--- config.mk ---
export PLATFORM = sky130hd
export DESIGN_NAME = json_string_unescape_top
export DESIGN_NICKNAME = d
export VERILOG_FILES = /design/src/rtl/core/jsu_pkg.sv /design/src/rtl/core/json_string_unescape_top.sv /design/src/rtl/core/jsu_decode.sv /design/src/rtl/core/jsu_fifo.sv
export SDC_FILE = /design/constraint.sdc
export NUM_CORES = 1
export LEC_CHECK = 0
export BUFFER_PORTS_ARGS = -buffer_cell sky130_fd_sc_hd__buf_2
export CAP_MARGIN = 25
export CORE_ASPECT_RATIO = 1.25
export CORE_MARGIN = 4
export CORE_UTILIZATION = 45
export CTS_BUF_LIST = sky130_fd_sc_hd__clkbuf_4
export DETAILED_ROUTE_END_ITERATION = 10
export GPL_TIMING_DRIVEN = 0
export PLACE_DENSITY = 0.63
export SYNTH_ARGS = -nofsm -noshare
export SYNTH_HDL_FRONTEND = slang
export SYNTH_HIERARCHICAL = 1
export SYNTH_SLANG_ARGS = --single-unit
export TNS_END_PERCENT = 100
--- constraint.sdc ---
create_clock -name clock -period 5.3 [get_ports clock]
set_input_delay 0.795 -clock clock [delete_from_list [all_inputs] [get_ports clock]]
set_output_delay 0.795 -clock clock [all_outputs]
set_load 0.1 [all_outputs]
--- src/rtl/core/jsu_pkg.sv ---
// Shared types and constants for the JSON string unescaper.
// Used by jsu_decode, jsu_fifo and json_string_unescape_top; no dependencies.

package jsu_pkg;

   typedef enum logic [1:0] {
      MODE_IDLE = 2'd0,
      MODE_TEXT = 2'd1,
      MODE_ESC  = 2'd2,
      MODE_HEX  = 2'd3
   } mode_type;

   localparam logic [2:0] STATUS_OK       = 3'd0;
   localparam logic [2:0] STATUS_NO_QUOTE = 3'd1;
   localparam logic [2:0] STATUS_BAD_ESC  = 3'd2;
   localparam logic [2:0] STATUS_BAD_HEX  = 3'd3;
   localparam logic [2:0] STATUS_END_ESC  = 3'd4;

   localparam logic [7:0] CH_QUOTE = 8'h22;
   localparam logic [7:0] CH_BSLASH = 8'h5C;
   localparam logic [7:0] CH_SLASH = 8'h2F;
   localparam logic [7:0] CH_SPACE = 8'h20;
   localparam logic [7:0] CH_TAB = 8'h09;
   localparam logic [7:0] CH_CR = 8'h0D;
   localparam logic [7:0] CH_B = 8'h62;
   localparam logic [7:0] CH_F = 8'h66;
   localparam logic [7:0] CH_N = 8'h6E;
   localparam logic [7:0] CH_R = 8'h72;
   localparam logic [7:0] CH_T = 8'h74;
   localparam logic [7:0] CH_U = 8'h75;

   localparam logic [7:0] BYTE_BS = 8'h08;
   localparam logic [7:0] BYTE_FF = 8'h0C;
   localparam logic [7:0] BYTE_LF = 8'h0A;

   localparam logic [15:0] UTF8_MAX1 = 16'h007F;
   localparam logic [15:0] UTF8_MAX2 = 16'h07FF;

   // one result item
   typedef struct packed {
      logic [7:0] out_byte;
      logic       has_byte;
      logic       string_end;
      logic [2:0] status;
      logic       last;
   } rsp_entry_type;

   // decoder verdict for one request
   typedef struct packed {
      logic [1:0]              count;
      rsp_entry_type [2:0]     entry;
      mode_type                mode;
      logic [1:0]              hex_count;
      logic [15:0]             code_value;
   } dec_out_type;

endpackage

--- src/rtl/core/json_string_unescape_top.sv ---
// Top level of the JSON string unescaper.
// Depends on jsu_pkg, jsu_decode and jsu_fifo.
//
// Usage:
//   req channel: one raw text byte per request (req_in_byte), taken at a
//   clock edge with req_valid high and req_stall low.
//   rsp channel: one result per transfer (decoded byte, string end flag,
//   status code, last flag), taken with rsp_valid high and rsp_stall low.
//   A request yields zero to three results; the final one carries last.
// Timing:
//   A request lands in the input register, is decoded from there and
//   written to the result buffer, from whose head its first result is offered.
//   One request is taken per cycle unless req_stall; a \u escape of six bytes
//   bursts up to three results, absorbed while silent bytes drain the buffer.
//   Decode waits until the buffer has room for three entries (fill at most
//   depth minus three), so only a receiver that falls behind stalls requests.
// Reset:
//   Synchronous, active high: parser returns to idle (awaiting the opening
//   quote), the input register and buffer empty.
// Stall:
//   A stalled rsp holds its result; the buffer fills, decode pauses and
//   req_stall rises while the input register holds a pending request.

module json_string_unescape_top #(
   parameter int LOG_DEPTH = 3
) (
   input  logic       clock,
   input  logic       reset,
   input  logic       req_valid,
   output logic       req_stall,
   input  logic [7:0] req_in_byte,
   output logic       rsp_valid,
   input  logic       rsp_stall,
   output logic [7:0] rsp_out_byte,
   output logic       rsp_has_byte,
   output logic       rsp_string_end,
   output logic [2:0] rsp_status,
   output logic       rsp_last
);

   localparam int DEPTH = 1 << LOG_DEPTH;

   // input register
   logic       in_valid_ff, in_valid_in;
   logic [7:0] in_byte_ff;

   // parser state
   jsu_pkg::mode_type mode_ff, mode_in;
   logic [1:0]        hex_count_ff, hex_count_in;
   logic [15:0]       code_value_ff, code_value_in;

   jsu_pkg::dec_out_type   dec;
   jsu_pkg::rsp_entry_type head;
   logic [LOG_DEPTH:0]     fill;
   logic                   fire;
   logic                   accept;
   logic [1:0]             push_count;

   jsu_decode u_decode (
      .in_byte    (in_byte_ff),
      .mode       (mode_ff),
      .hex_count  (hex_count_ff),
      .code_value (code_value_ff),
      .dec        (dec)
   );

   // decode only when the buffer can take a full three-byte burst
   assign fire = in_valid_ff && (fill <= (LOG_DEPTH+1)'(DEPTH - 3));
   assign req_stall = in_valid_ff && !fire;
   assign accept = req_valid && !req_stall;
   assign push_count = fire ? dec.count : 2'd0;

   always_comb begin
      in_valid_in = accept ? 1'b1 : (fire ? 1'b0 : in_valid_ff);
      mode_in = fire ? dec.mode : mode_ff;
      hex_count_in = fire ? dec.hex_count : hex_count_ff;
      code_value_in = fire ? dec.code_value : code_value_ff;
   end

   always_ff @(posedge clock) begin
      if (accept) begin
         in_byte_ff <= req_in_byte;
      end
   end

   always_ff @(posedge clock) begin
      if (reset) begin
         in_valid_ff <= 1'b0;
         mode_ff <= jsu_pkg::MODE_IDLE;
         hex_count_ff <= 2'd0;
         code_value_ff <= 16'd0;
      end else begin
         in_valid_ff <= in_valid_in;
         mode_ff <= mode_in;
         hex_count_ff <= hex_count_in;
         code_value_ff <= code_value_in;
      end
   end

   jsu_fifo #(
      .LOG_DEPTH (LOG_DEPTH)
   ) u_fifo (
      .clock      (clock),
      .reset      (reset),
      .push_count (push_count),
      .push_entry (dec.entry),
      .pop        (!rsp_stall),
      .not_empty  (rsp_valid),
      .fill       (fill),
      .head       (head)
   );

   assign rsp_out_byte = head.out_byte;
   assign rsp_has_byte = head.has_byte;
   assign rsp_string_end = head.string_end;
   assign rsp_status = head.status;
   assign rsp_last = head.last;

endmodule

--- src/rtl/core/jsu_decode.sv ---
// Combinational decode of one raw byte against the current parse state.
// Depends on jsu_pkg.

module jsu_decode (
   input  logic [7:0]        in_byte,
   input  jsu_pkg::mode_type mode,
   input  logic [1:0]        hex_count,
   input  logic [15:0]       code_value,
   output jsu_pkg::dec_out_type dec
);

   logic        hex_ok;
   logic [3:0]  hex_digit;
   logic [15:0] cp;

   always_comb begin
      hex_ok = 1'b1;
      hex_digit = 4'd0;
      if (in_byte >= 8'h30 && in_byte <= 8'h39) begin
         hex_digit = 4'(in_byte - 8'h30);
      end else if (in_byte >= 8'h41 && in_byte <= 8'h46) begin
         hex_digit = 4'(in_byte - 8'h37);
      end else if (in_byte >= 8'h61 && in_byte <= 8'h66) begin
         hex_digit = 4'(in_byte - 8'h57);
      end else begin
         hex_ok = 1'b0;
      end
   end

   assign cp = {code_value[11:0], hex_digit};

   // result helper: a single ok byte
   function automatic jsu_pkg::rsp_entry_type data_entry(input logic [7:0] b);
      jsu_pkg::rsp_entry_type e;
      e.out_byte = b;
      e.has_byte = 1'b1;
      e.string_end = 1'b0;
      e.status = jsu_pkg::STATUS_OK;
      e.last = 1'b0;
      return e;
   endfunction

   function automatic jsu_pkg::rsp_entry_type err_entry(input logic [2:0] st);
      jsu_pkg::rsp_entry_type e;
      e.out_byte = 8'd0;
      e.has_byte = 1'b0;
      e.string_end = 1'b0;
      e.status = st;
      e.last = 1'b1;
      return e;
   endfunction

   always_comb begin
      dec.count = 2'd0;
      dec.entry = '0;
      dec.mode = mode;
      dec.hex_count = hex_count;
      dec.code_value = code_value;

      case (mode)
         jsu_pkg::MODE_IDLE: begin
            if (in_byte == jsu_pkg::CH_SPACE ||
                (in_byte >= jsu_pkg::CH_TAB && in_byte <= jsu_pkg::CH_CR)) begin
               dec.count = 2'd0;
            end else if (in_byte == jsu_pkg::CH_QUOTE) begin
               dec.mode = jsu_pkg::MODE_TEXT;
            end else begin
               dec.count = 2'd1;
               dec.entry[0] = err_entry(jsu_pkg::STATUS_NO_QUOTE);
               dec.hex_count = 2'd0;
               dec.code_value = 16'd0;
            end
         end
         jsu_pkg::MODE_TEXT: begin
            if (in_byte == jsu_pkg::CH_QUOTE) begin
               dec.mode = jsu_pkg::MODE_IDLE;
               dec.count = 2'd1;
               dec.entry[0] = err_entry(jsu_pkg::STATUS_OK);
               dec.entry[0].string_end = 1'b1;
            end else if (in_byte == jsu_pkg::CH_BSLASH) begin
               dec.mode = jsu_pkg::MODE_ESC;
            end else begin
               dec.count = 2'd1;
               dec.entry[0] = data_entry(in_byte);
               dec.entry[0].last = 1'b1;
            end
         end
         jsu_pkg::MODE_ESC: begin
            dec.mode = jsu_pkg::MODE_TEXT;
            dec.count = 2'd1;
            case (in_byte)
               jsu_pkg::CH_QUOTE:  dec.entry[0] = data_entry(jsu_pkg::CH_QUOTE);
               jsu_pkg::CH_BSLASH: dec.entry[0] = data_entry(jsu_pkg::CH_BSLASH);
               jsu_pkg::CH_SLASH:  dec.entry[0] = data_entry(jsu_pkg::CH_SLASH);
               jsu_pkg::CH_B:      dec.entry[0] = data_entry(jsu_pkg::BYTE_BS);
               jsu_pkg::CH_F:      dec.entry[0] = data_entry(jsu_pkg::BYTE_FF);
               jsu_pkg::CH_N:      dec.entry[0] = data_entry(jsu_pkg::BYTE_LF);
               jsu_pkg::CH_R:      dec.entry[0] = data_entry(jsu_pkg::CH_CR);
               jsu_pkg::CH_T:      dec.entry[0] = data_entry(jsu_pkg::CH_TAB);
               jsu_pkg::CH_U: begin
                  dec.mode = jsu_pkg::MODE_HEX;
                  dec.count = 2'd0;
                  dec.hex_count = 2'd0;
                  dec.code_value = 16'd0;
               end
               default: begin
                  dec.mode = jsu_pkg::MODE_IDLE;
                  dec.entry[0] = err_entry(jsu_pkg::STATUS_BAD_ESC);
                  dec.hex_count = 2'd0;
                  dec.code_value = 16'd0;
               end
            endcase
            dec.entry[0].last = 1'b1;
         end
         default: begin
            if (!hex_ok) begin
               dec.mode = jsu_pkg::MODE_IDLE;
               dec.count = 2'd1;
               dec.entry[0] = err_entry((in_byte == jsu_pkg::CH_QUOTE) ?
                                        jsu_pkg::STATUS_END_ESC :
                                        jsu_pkg::STATUS_BAD_HEX);
               dec.hex_count = 2'd0;
               dec.code_value = 16'd0;
            end else if (hex_count != 2'd3) begin
               dec.code_value = cp;
               dec.hex_count = hex_count + 2'd1;
            end else begin
               dec.mode = jsu_pkg::MODE_TEXT;
               dec.hex_count = 2'd0;
               dec.code_value = 16'd0;
               if (cp <= jsu_pkg::UTF8_MAX1) begin
                  dec.count = 2'd1;
                  dec.entry[0] = data_entry(cp[7:0]);
                  dec.entry[0].last = 1'b1;
               end else if (cp <= jsu_pkg::UTF8_MAX2) begin
                  dec.count = 2'd2;
                  dec.entry[0] = data_entry({3'b110, cp[10:6]});
                  dec.entry[1] = data_entry({2'b10, cp[5:0]});
                  dec.entry[1].last = 1'b1;
               end else begin
                  dec.count = 2'd3;
                  dec.entry[0] = data_entry({4'b1110, cp[15:12]});
                  dec.entry[1] = data_entry({2'b10, cp[11:6]});
                  dec.entry[2] = data_entry({2'b10, cp[5:0]});
                  dec.entry[2].last = 1'b1;
               end
            end
         end
      endcase
   end

endmodule

--- src/rtl/core/jsu_fifo.sv ---
// Result buffer: takes up to three entries per cycle, gives one per cycle while popped.
// Depends on jsu_pkg.

module jsu_fifo #(
   parameter int LOG_DEPTH = 3
) (
   input  logic                   clock,
   input  logic                   reset,
   input  logic [1:0]             push_count,
   input  jsu_pkg::rsp_entry_type [2:0] push_entry,
   input  logic                   pop,
   output logic                   not_empty,
   output logic [LOG_DEPTH:0]     fill,
   output jsu_pkg::rsp_entry_type head
);

   localparam int DEPTH = 1 << LOG_DEPTH;

   jsu_pkg::rsp_entry_type mem_ff [DEPTH];
   logic [LOG_DEPTH-1:0] wr_ptr_ff, wr_ptr_in;
   logic [LOG_DEPTH-1:0] rd_ptr_ff, rd_ptr_in;
   logic [LOG_DEPTH:0]   count_ff, count_in;
   logic                 do_pop;

   assign not_empty = (count_ff != '0);
   assign fill = count_ff;
   assign head = mem_ff[rd_ptr_ff];
   assign do_pop = pop && not_empty;

   always_comb begin
      wr_ptr_in = wr_ptr_ff + LOG_DEPTH'(push_count);
      rd_ptr_in = rd_ptr_ff + LOG_DEPTH'(do_pop);
      count_in = count_ff + (LOG_DEPTH+1)'(push_count) - (LOG_DEPTH+1)'(do_pop);
   end

   always_ff @(posedge clock) begin
      for (int k = 0; k < 3; k++) begin
         if (2'(k) < push_count) begin
            mem_ff[wr_ptr_ff + LOG_DEPTH'(k)] <= push_entry[k];
         end
      end
   end

   always_ff @(posedge clock) begin
      if (reset) begin
         wr_ptr_ff <= '0;
         rd_ptr_ff <= '0;
         count_ff <= '0;
      end else begin
         wr_ptr_ff <= wr_ptr_in;
         rd_ptr_ff <= rd_ptr_in;
         count_ff <= count_in;
      end
   end

endmodule

# --- Word level (Yosys, flattened, before mapping) ---
# Memories as Yosys holds them, arrays and structs flattened. A register that Yosys moved wholly into a read port is not among the register bits.
# Index checks and enable logic that the tools add are counted.
op_classes:
  add_sub_neg: 10
  magnitude_cmp: 14
  eq_ne: 19
  n_mux: 47
  bitwise_logic: 1
  n_reduce_logical: 19
op_table:
  columns: ["op", "n"]
  rows:
  - ["$pmux 13 s9", 1]
  - ["$mux 28", 4]
  - ["$eq 8x7->1 const B", 7]
  - ["$pmux 18 s3", 1]
  - ["$pmux 16 s3", 1]
  - ["$mux 46", 1]
  - ["$mux 14", 3]
  - ["$pmux 20 s2", 1]
  - ["$mux 18", 2]
  - ["$mux 34", 1]
  - ["$mux 26", 1]
  - ["$eq 8x6->1 const B", 3]
  - ["$mux 22", 1]
  - ["$ge 8x7->1 const B", 2]
  - ["$le 16x11->1 const B", 1]
  - ["$le 16x7->1 const B", 1]
  - ["$le 8x7->1 const B", 2]
  - ["$mux 16", 1]
  - ["$mux 2", 8]
  - ["$mux 1", 15]
  - ["$mux 4", 3]
  - ["$reduce_and 5->1", 2]
  - ["$ge 8x4->1 const B", 1]
  - ["$ge 8x6->1 const B", 1]
  - ["other kinds (31)", 46]
totals:
  reg_bits: 35
  ramBits: 112
  input_bits: 12
  output_inout_bits: 16
  elab_cells: 119
  n_memories: 1
mem_list:
  columns: ["memory", "depth", "width", "rd", "rd_ports_with_merged_regs", "write_ports", "line_no", "source"]
  rows:
  - ["u_fifo.mem_ff", 8, 14, 1, 1, 3, "jsu_fifo.sv:19", "jsu_pkg::rsp_entry_type mem_ff [DEPTH];"]

# --- Depth between registers and ports, before layout ---
# Gate-level depths: netlist of run 1.
depth:
  ltp_word: 16
  depth_mapped: 19
  mapped_depth_nobuf: 16

# --- Hierarchy ---
# The synthesis of run 1 kept the hierarchy.
by_module_without_submodules:
  columns: ["module", "instances", "cells_per_inst", "area_each_um2", "seq_area_each_um2"]
  rows:
  - ["jsu_fifo", 1, 873, 8295.5, 3563.4]
  - ["jsu_decode", 1, 239, 1525.2, 0.0]
  - ["json_string_unescape_top", 1, 109, 1282.5, 660.6]

# --- Least setup slack after synthesis of run 1 ---
# No wires, ideal clock.
synth_timing:
  path_type: "flip-flop to flip-flop"
  from: "register in_byte_ff[1]"
  to: "memory u_fifo/mem_ff[0][0] (netlist bit) (enable)"
  setup_time_ps: 404
  t_arrival_ps: 3852
  required_ps: 4896
  slack_ps: 1044
  path_stages_with_launch: 15
  n_path_buf: 4
  synth_period_minus_slack_ps: 4256
  path_cell_list: "edfxtp_1 > inv_1 > ha_1 > or3b_1 > nand4_1 > a211oi_2 > nand2_2 > inv_1 > buf_4 > and3_1 > buf_4 > buf_2 > clkbuf_1 > nand2b_1 > o21ai_0"
synth_lines:
  columns: ["element", "line_no", "source"]
  rows:
  - ["start, declared", "json_string_unescape_top.sv:45", "logic [7:0] in_byte_ff;"]
  - ["start signal, assigned", "json_string_unescape_top.sv:82", "in_byte_ff <= req_in_byte;"]
  - ["end, declared", "jsu_fifo.sv:19", null]

==> metrics.cfg, run 1 <==
[place]
dp.cells = 1559
hpwl_mm = 31.4
dp_slack_ps = 84.3
placed_area_mm2 = 0.0115
gp_congestion = 1.03
io_buffers = 27

[clock_network]
h-tree-depth = 4
tritoncts.num_buffers = 17
root_buffer = clkbuf_4
cts_tree = yes
clock_latency_ps = 590
clk_path_buf_depth = 2
cts_sinks = 147
cts_setup_buffers = 0
ctsHoldBuffers = 0
clk_pin_slew_ps = 130

[cells_and_area]
drive_above_1_share = 0.170
syn_to_final_growth_pct = 9.70
final_area_mm2 = 0.0119
instances_no_fill = 1593
fin_nets = 1283
fin_util = 0.502

[setup_path]
critPathRequiredTime_ps = 5800
crit_path_top_delay_cell = edfxtp_1
regToRegSetupSlack_ps = 330
path_delay_family = buffers and inverters
cpMostUsedCell = inv_1
critical-path-max-stage-delay_ps = 570
crit_buf_inv = 7
worstSetupPathType = register to register
path_cells = inv_1 -> ha_1 -> or3b_1 -> nand4_1 -> a211oi_2 -> nand2_2 -> inv_1 -> buf_4 -> and3_1 -> buf_4 -> buf_2 -> inv_1 -> ha_1 -> inv_1 -> ha_1 -> a21o_1 -> a21oi_1 -> mux2_2
worstSetupEndpointType = register
cp.arrival_ps = 5470
path_max_fanout = 19
start_kind = register

[drt]
wl_mm = 40.2
drtAntennaViolNets = 0
drtIter0Drc = 1304
via_per_inst = 6.46
vias = 10300
wl_per_cell_um = 25.3
drc_errors = 0
first_pass_iters = 6

[global_route]
track_usage = 0.297
grt_first_pass_wirelength_mm = 59.9
antenna_found_initial = 2
overflow = 0
grt_max_degree = 17
grt_pass1_vias = 9882

[timing]
relSlewSlack = 0.347
fin_crit_sh = 0.937
slew_violations = 0
worst_pin_slew_ps = 979
hold_viol = 0
setup_viol = 0
grt_setup_unrepaired = false
skew_ps = 18.6
finalCriticalPeriod_ps = 4970
max_freq_mhz = 201
worst_slack_ps = 333

[floorplanning]
dieHeight_um = 182
die_w_um = 147
start_util = 0.458
rows = 63
die_area_mm2 = 0.0267
pin_count = 28
core_area_mm2 = 0.0237

[power_and_ir_drop]
p_leak_nw = 3.73
irDropWorstVdd_mv = 0.161
p_per_area_mw_per_mm2 = 286

[run]
drv_cap = 0

[logic_synthesis]
synthCells = 1193
synth_warnings = 6
synth_area_mm2 = 0.0109
syn_area_per_cell_um2 = 9.11

[status]
status = completed

[worst_hold_path]
hold_path.class = primary input to register

[layout make-up]
class	count	area (um^2)
clock inverters	13	231
well taps	325	407
multi-input cells	867	5890
clock buffers	17	128
fillers	2281	11800
flip-flops and latches	147	4140
inverters	34	128
repair buffers	33	208
diodes	4	10.0
plain buffers	153	767
[layout by cell type, fill, tap and decap left out, types with 5 or more instances in the layout]
cell,instances
dfxtp_1,27
nand2b_1,27
nand2_1,140
clkbuf_1,77
mux2_2,15
nor2_1,26
o21ai_2,21
conb_1,10
nor2b_1,9
buf_2,55
and4_1,16
and4b_1,28
clkbuf_2,5
buf_1,14
o221ai_1,6
inv_1,34
edfxtp_1,120
and3_1,7
o21ai_0,125
mux4_2,28
nand4b_1,17
nand3_1,11
a22oi_1,11
a21oi_1,18
nand3b_1,6
ha_1,16
nor3_1,113
a31oi_1,116
bufinv_16,6
clkbuf_4,20
or2_2,6
buf_4,22
nor4bb_1,14
[worst reg2reg max path: cells and delay by family, from the launching register on]
family                     cells  cell delay [ps]
AOI/OAI and AO/OA              3              830
adders and majority gates      3              910
buffers and inverters          7             1280
DFF                            1              570
muxes                          1              340
and+or+nand+nor                4              950
[through the flow]
| step | setup TNS [ps] | hold slack, ps | total power, mW |
|---|---|---|---|
| 2_1_floorplan | 0 | 479 | 2.32 |
| 3_3_place_gp | -51800 | 494 | 2.55 |
| 3_5_place_dp | 0 | 504 | 2.55 |
| 4_1_cts | 0 | 321 | 3.44 |
| 5_1_grt | 0 | 294 | 3.57 |
| 6_report | 0 | 362 | 3.41 |
[state kept, by name (all words and copies together), names as in the netlist]
register          cells
in_byte_ff            8
u_fifo/rd_ptr_ff      3
hex_count_ff          2
mode_ff               2
u_fifo/fill           4
u_fifo/mem_ff       112
u_fifo/wr_ptr_ff      3
code_value_ff        12
in_valid_ff           1
[power by group]
part / switching [mW] / internal [mW]
clock network: 0.423 / 0.465
registers: 0.0335 / 1.29
logic: 0.833 / 0.371
[worst paths after layout]
path              cells past startpoint               end              from
hold reg to reg                       2  code_value_ff[8]  code_value_ff[8]
setup / recovery                     18    u_fifo/fill[3]     in_byte_ff[1]
hold / removal                        1     in_byte_ff[1]    req_in_byte[1]
setup reg to reg                     18    u_fifo/fill[3]     in_byte_ff[1]
[per-layer routing]
layer  vias to the layer above  track usage  part of all wire
li1                       4630            -                 -
met1                      4812        0.361              0.38
met2                       690        0.505              0.48
met3                       161       0.0504             0.079
met4                         0        0.157             0.063
met5                         -            0                 0
[timing repair]
item	CTS	global route
endpoints found under the hold margin	0	0
resized for setup	0	0
endpoints found under the setup margin	0	20
Note: power is estimated with default switching activity, not from simulation.
==> run 2: changes to the inputs <==
BUFFER_PORTS_ARGS = -buffer_cell sky130_fd_sc_hd__buf_4   (was -buffer_cell sky130_fd_sc_hd__buf_2)
GPL_TIMING_DRIVEN = not set   (was 0)
SKIP_CTS_REPAIR_TIMING = 1   (was not set)
==> metrics.cfg, run 2 (synthesized netlist as in run 1, its figures left out) <==
[drt]
vias = 9706  ; -5.7%
wl_per_cell_um = 23.2  ; -8.0%
drc_errors = 0  ; unchanged
drtIter0Drc = 1150  ; -12%
first_pass_iters = 7  ; +1
drtAntennaViolNets = 0  ; unchanged
wl_mm = 34.0  ; -15%
via_per_inst = 6.63  ; +2.5%

[setup_path]
path_delay_family = simple AND/OR/NAND/NOR gates
path_cells = inv_1 -> ha_1 -> or3b_1 -> nand4_1 -> a211oi_2 -> nand2_2 -> inv_1 -> and3_1 -> or3b_2 -> o22a_1 -> o21ai_2
critPathRequiredTime_ps = 5490  ; -310 ps
start_kind = register
critical-path-max-stage-delay_ps = 740  ; +170 ps
cp.arrival_ps = 4770  ; -700 ps
worstSetupEndpointType = register
regToRegSetupSlack_ps = 720  ; +390 ps
path_max_fanout = 30  ; +11
crit_buf_inv = 2  ; -5
cpMostUsedCell = inv_1
worstSetupPathType = register to register
reg2reg_from = in_byte_ff[1]
crit_path_top_delay_cell = or3b_2
reg2reg_depth = 11  ; -7
reg2reg_to = u_fifo/mem_ff[5][9]

[global_route]
track_usage = 0.250  ; -0.0473
grt_first_pass_wirelength_mm = 52.0  ; -13%
overflow = 0  ; unchanged
grt_max_degree = 71  ; +54
antenna_found_initial = 1  ; -1
grt_pass1_vias = 9138  ; -7.5%

[timing]
fin_crit_sh = 0.864  ; -0.0731
hold_viol = 0  ; unchanged
skew_ps = 21.6  ; +2.91 ps
holdWs_ps = 416  ; +53.4 ps
setup_viol = 0  ; unchanged
worst_pin_slew_ps = 1060  ; +75.8 ps
setup_tns_ps = 0  ; unchanged
finalCriticalPeriod_ps = 4580  ; -388 ps
max_freq_mhz = 218  ; +8.5%
slew_violations = 0  ; unchanged
grt_setup_unrepaired = false
relSlewSlack = 0.297  ; -0.0505

[floorplanning]
rows = 63  ; unchanged
die_w_um = 147  ; unchanged
die_area_mm2 = 0.0267  ; unchanged
start_util = 0.458  ; unchanged
dieHeight_um = 182  ; unchanged
core_area_mm2 = 0.0237  ; unchanged
pin_count = 28  ; unchanged

[power_and_ir_drop]
irDropWorstVdd_mv = 0.126  ; -22%
p_per_area_mw_per_mm2 = 284  ; -0.82%
p_leak_nw = 3.44  ; -7.8%

[cells_and_area]
fin_nets = 1156  ; -9.9%
largest_register = u_fifo/mem_ff
syn_to_final_growth_pct = 4.38
layout_commonest_cell = nand2_1
largest_reg_flops = 112  ; unchanged
drive_above_1_share = 0.161  ; -0.00929
most-common-layout-cells = nand2_1 (140), o21ai_0 (125), edfxtp_1 (120), a31oi_1 (116), nor3_1 (113)
top_regs = u_fifo/mem_ff x112, code_value_ff x12, in_byte_ff x8

[clock_network]
root_buffer = clkbuf_4
h-tree-depth = 4  ; unchanged
cts_sinks = 147  ; unchanged
clk_path_buf_depth = 2  ; unchanged
tritoncts.num_buffers = 17  ; unchanged
clk_pin_slew_ps = 120  ; about the same
cts_tree = yes
clock_latency_ps = 560  ; -30 ps

[worst_hold_path]
min_from = req_in_byte[5]
worstHoldEndpoint = in_byte_ff[5]
hold_depth = 1  ; unchanged
hold_path.class = primary input to register

[place]
gp_congestion = 0.892  ; -13%
io_buffers = 27  ; unchanged
hpwl_mm = 22.2  ; -29%

[status]
status = completed

[run]
drv_cap = 0  ; unchanged

[run 2: worst max path at each step]
stage                  startpoint                    to  slack, ps  cells past startpoint
CTS                 in_byte_ff[1]  u_fifo/mem_ff[1][13]        740                     11
global route        in_byte_ff[1]   u_fifo/mem_ff[5][9]        410                     11
global placement    in_byte_ff[1]   u_fifo/mem_ff[1][3]        980                     11
floorplan           in_byte_ff[1]   u_fifo/mem_ff[0][0]       1040                     14
finish              in_byte_ff[1]   u_fifo/mem_ff[5][9]        720                     11
detailed placement  in_byte_ff[1]   u_fifo/mem_ff[1][4]        770                     11
[run 2: area by class of cell]
type | instances | area (um^2)
Antenna cell | 2 | 5.00
Sequential cell | 147 | 4150
Inverter | 34 | 128
Clock inverter | 12 | 135
Tap cell | 325 | 407
Clock buffer | 19 | 143
Multi-Input combinational cell | 867 | 5910
Fill cell | 2245 | 12400
Timing Repair Buffer | 59 | 462
[run 2: metrics by stage]
step | instance area [um^2] | util | instances | power (mW) | setup WS [ps]
floorplan | 10900 | - | 1202 | 2.32 | 1040
global placement | 11000 | 0.464 | 1429 | 2.51 | 984
detailed placement | 11000 | 0.465 | 1431 | 2.52 | 769
CTS | 11300 | 0.477 | 1462 | 3.25 | 743
global route | 11300 | 0.478 | 1465 | 3.37 | 410
finish | 11300 | 0.478 | 1465 | 3.22 | 720
[run 2: per-layer routing]
layer	part of all wire	track usage	routed length (um)
met5	0	0	0
met4	0.050	0.120	1700
met3	0.081	0.0359	2770
met2	0.49	0.418	16600
met1	0.38	0.319	13000
[run 2: where the power goes]
part           internal (mW)  switching, mW
clock network          0.289          0.441
logic                  0.362          0.764
registers               1.29         0.0756
total                   1.94           1.28
==> run 3: changes to the inputs <==
CTS_BUF_LIST = sky130_fd_sc_hd__clkbuf_8   (was sky130_fd_sc_hd__clkbuf_4)
PLACE_DENSITY = 0.61   (was 0.63)
==> metrics.cfg, run 3 (synthesized netlist as in run 1, its figures left out) <==
[timing]
max_freq_mhz = 212  ; -3.0%
hold_viol = 0  ; unchanged
worst_pin_slew_ps = 1120  ; +64.2 ps
skew_ps = 9.56  ; -12.0 ps
finalCriticalPeriod_ps = 4720  ; +144 ps
holdWs_ps = 512  ; +95.7 ps
relSlewSlack = 0.254  ; -0.0428
grt_setup_unrepaired = false
setup_tns_ps = 0  ; unchanged
slew_violations = 0  ; unchanged
fin_crit_sh = 0.891  ; +0.0271
setup_viol = 0  ; unchanged

[cells_and_area]
most-common-layout-cells = nand2_1 (140), o21ai_0 (125), edfxtp_1 (120), a31oi_1 (116), nor3_1 (113)
final_area_mm2 = 0.0115  ; +1.2%
regArea_mm2 = 0.00415  ; unchanged
drive_above_1_share = 0.160  ; -0.000738
fillers = 2194  ; -2.3%
fin_nets = 1154  ; -0.17%
layout_commonest_cell = nand2_1
top_regs = u_fifo/mem_ff x112, code_value_ff x12, in_byte_ff x8
syn_to_final_growth_pct = 5.60
largest_register = u_fifo/mem_ff
largest_reg_flops = 112  ; unchanged
antenna_cells = 0  ; -2
multi_input_area_mm2 = 0.00591  ; about the same

[floorplanning]
start_util = 0.458  ; unchanged
die_w_um = 147  ; unchanged
rows = 63  ; unchanged
pin_count = 28  ; unchanged
dieHeight_um = 182  ; unchanged
die_area_mm2 = 0.0267  ; unchanged
core_area_mm2 = 0.0237  ; unchanged

[global_route]
grt_max_degree = 71  ; unchanged
grt_first_pass_wirelength_mm = 53.2  ; +2.2%
grt_pass1_vias = 9125  ; -0.14%
antenna_found_initial = 0  ; -1
track_usage = 0.257  ; +0.00683
overflow = 0  ; unchanged

[setup_path]
reg2reg_to = u_fifo/mem_ff[3][11]
critPathRequiredTime_ps = 5470  ; -20 ps
regToRegSetupSlack_ps = 580  ; -140 ps
path_max_fanout = 25  ; -17%
startpoint = in_byte_ff[1]
start_kind = register
worstSetupPathType = register to register
reg2reg_from = in_byte_ff[1]
crit_path_end = u_fifo/mem_ff[3][11]
cp.arrival_ps = 4890  ; +120 ps
worstSetupEndpointType = register
reg2reg_depth = 13  ; +2

[clock_network]
root_buffer = clkbuf_8
cts_sinks = 147  ; unchanged
tritoncts.num_buffers = 17  ; unchanged
cts_tree = yes
clock_latency_ps = 450  ; -110 ps
clk_pin_slew_ps = 80  ; -40 ps
clk_path_buf_depth = 2  ; unchanged
h-tree-depth = 4  ; unchanged

[power_and_ir_drop]
irDropWorstVdd_mv = 0.139  ; +10%
p_per_area_mw_per_mm2 = 298  ; +4.9%
p_leak_nw = 3.49  ; +1.6%

[status]
status = completed

[drt]
vias = 9640  ; -0.68%
wl_mm = 34.6  ; +1.8%
drtAntennaViolNets = 0  ; unchanged
drtIter0Drc = 1042  ; -9.4%
drc_errors = 0  ; unchanged
via_per_inst = 6.59  ; -0.48%
first_pass_iters = 6  ; -1
wl_per_cell_um = 23.7  ; +2.0%

[place]
placed_area_mm2 = 0.0110  ; -0.15%
io_buffers = 27  ; unchanged
gp_congestion = 0.922  ; +3.3%
hpwl_mm = 21.9  ; -1.1%

[run]
drv_cap = 0  ; unchanged

[worst_hold_path]
hold_path.class = primary input to register

## run 3: area by class of cell
type                            instances  area share
Tap cell                              325      0.0354
Clock inverter                         15      0.0145
Inverter                               34      0.0111
Timing Repair Buffer                   57      0.0414
Multi-Input combinational cell        867       0.516
Sequential cell                       147       0.361
Clock buffer                           17      0.0204
## run 3: worst max-delay path, stage by stage, from the launching register on
cell	delay, ps
edfxtp_1	530
inv_1	160
ha_1	280
or3b_1	170
nand4_1	310
a211oi_2	490
nand2_2	200
inv_1	250
and3_2	470
buf_4	330
nand3b_1	480
buf_4	420
o21ai_0	210
a31oi_1	110
## run 3: stage by stage
| stage | setup slack, ps | total power [mW] | utilization | std cells |
|---|---|---|---|---|
| finish | 576 | 3.42 | 0.483 | 1462 |
| global route | 249 | 3.55 | 0.483 | 1462 |
| CTS | 674 | 3.44 | 0.482 | 1460 |
| detailed placement | 689 | 2.53 | 0.465 | 1428 |
| global placement | 862 | 2.51 | 0.464 | 1427 |
| floorplan | 1040 | 2.32 | - | 1202 |
## run 3: how the worst min path moves through the flow
stage | to | slack (ps) | cells after the start | start
global route | in_byte_ff[5] | 480 | 1 | req_in_byte[5]
CTS | in_byte_ff[1] | 490 | 1 | req_in_byte[1]
finish | in_byte_ff[4] | 510 | 1 | req_in_byte[4]
detailed placement | code_value_ff[8] | 500 | 2 | code_value_ff[8]
floorplan | code_value_ff[9] | 480 | 2 | code_value_ff[9]
global placement | hex_count_ff[1] | 490 | 2 | hex_count_ff[1]
## run 3: per-layer routing
layer	vias to the layer above	routed length, um	global-route usage	part of all wire
met1	4566	13000	0.325	0.38
met5	-	0	0	0
li1	4365	-	-	-
met2	584	16800	0.422	0.48
met3	125	3080	0.0404	0.089
met4	0	1760	0.140	0.051
## run 3: where the power goes
part	total, mW	internal [mW]	switching (mW)
clock network	0.913	0.460	0.453
registers	1.37	1.29	0.0846
logic	1.13	0.366	0.765
total	3.42	2.11	1.30
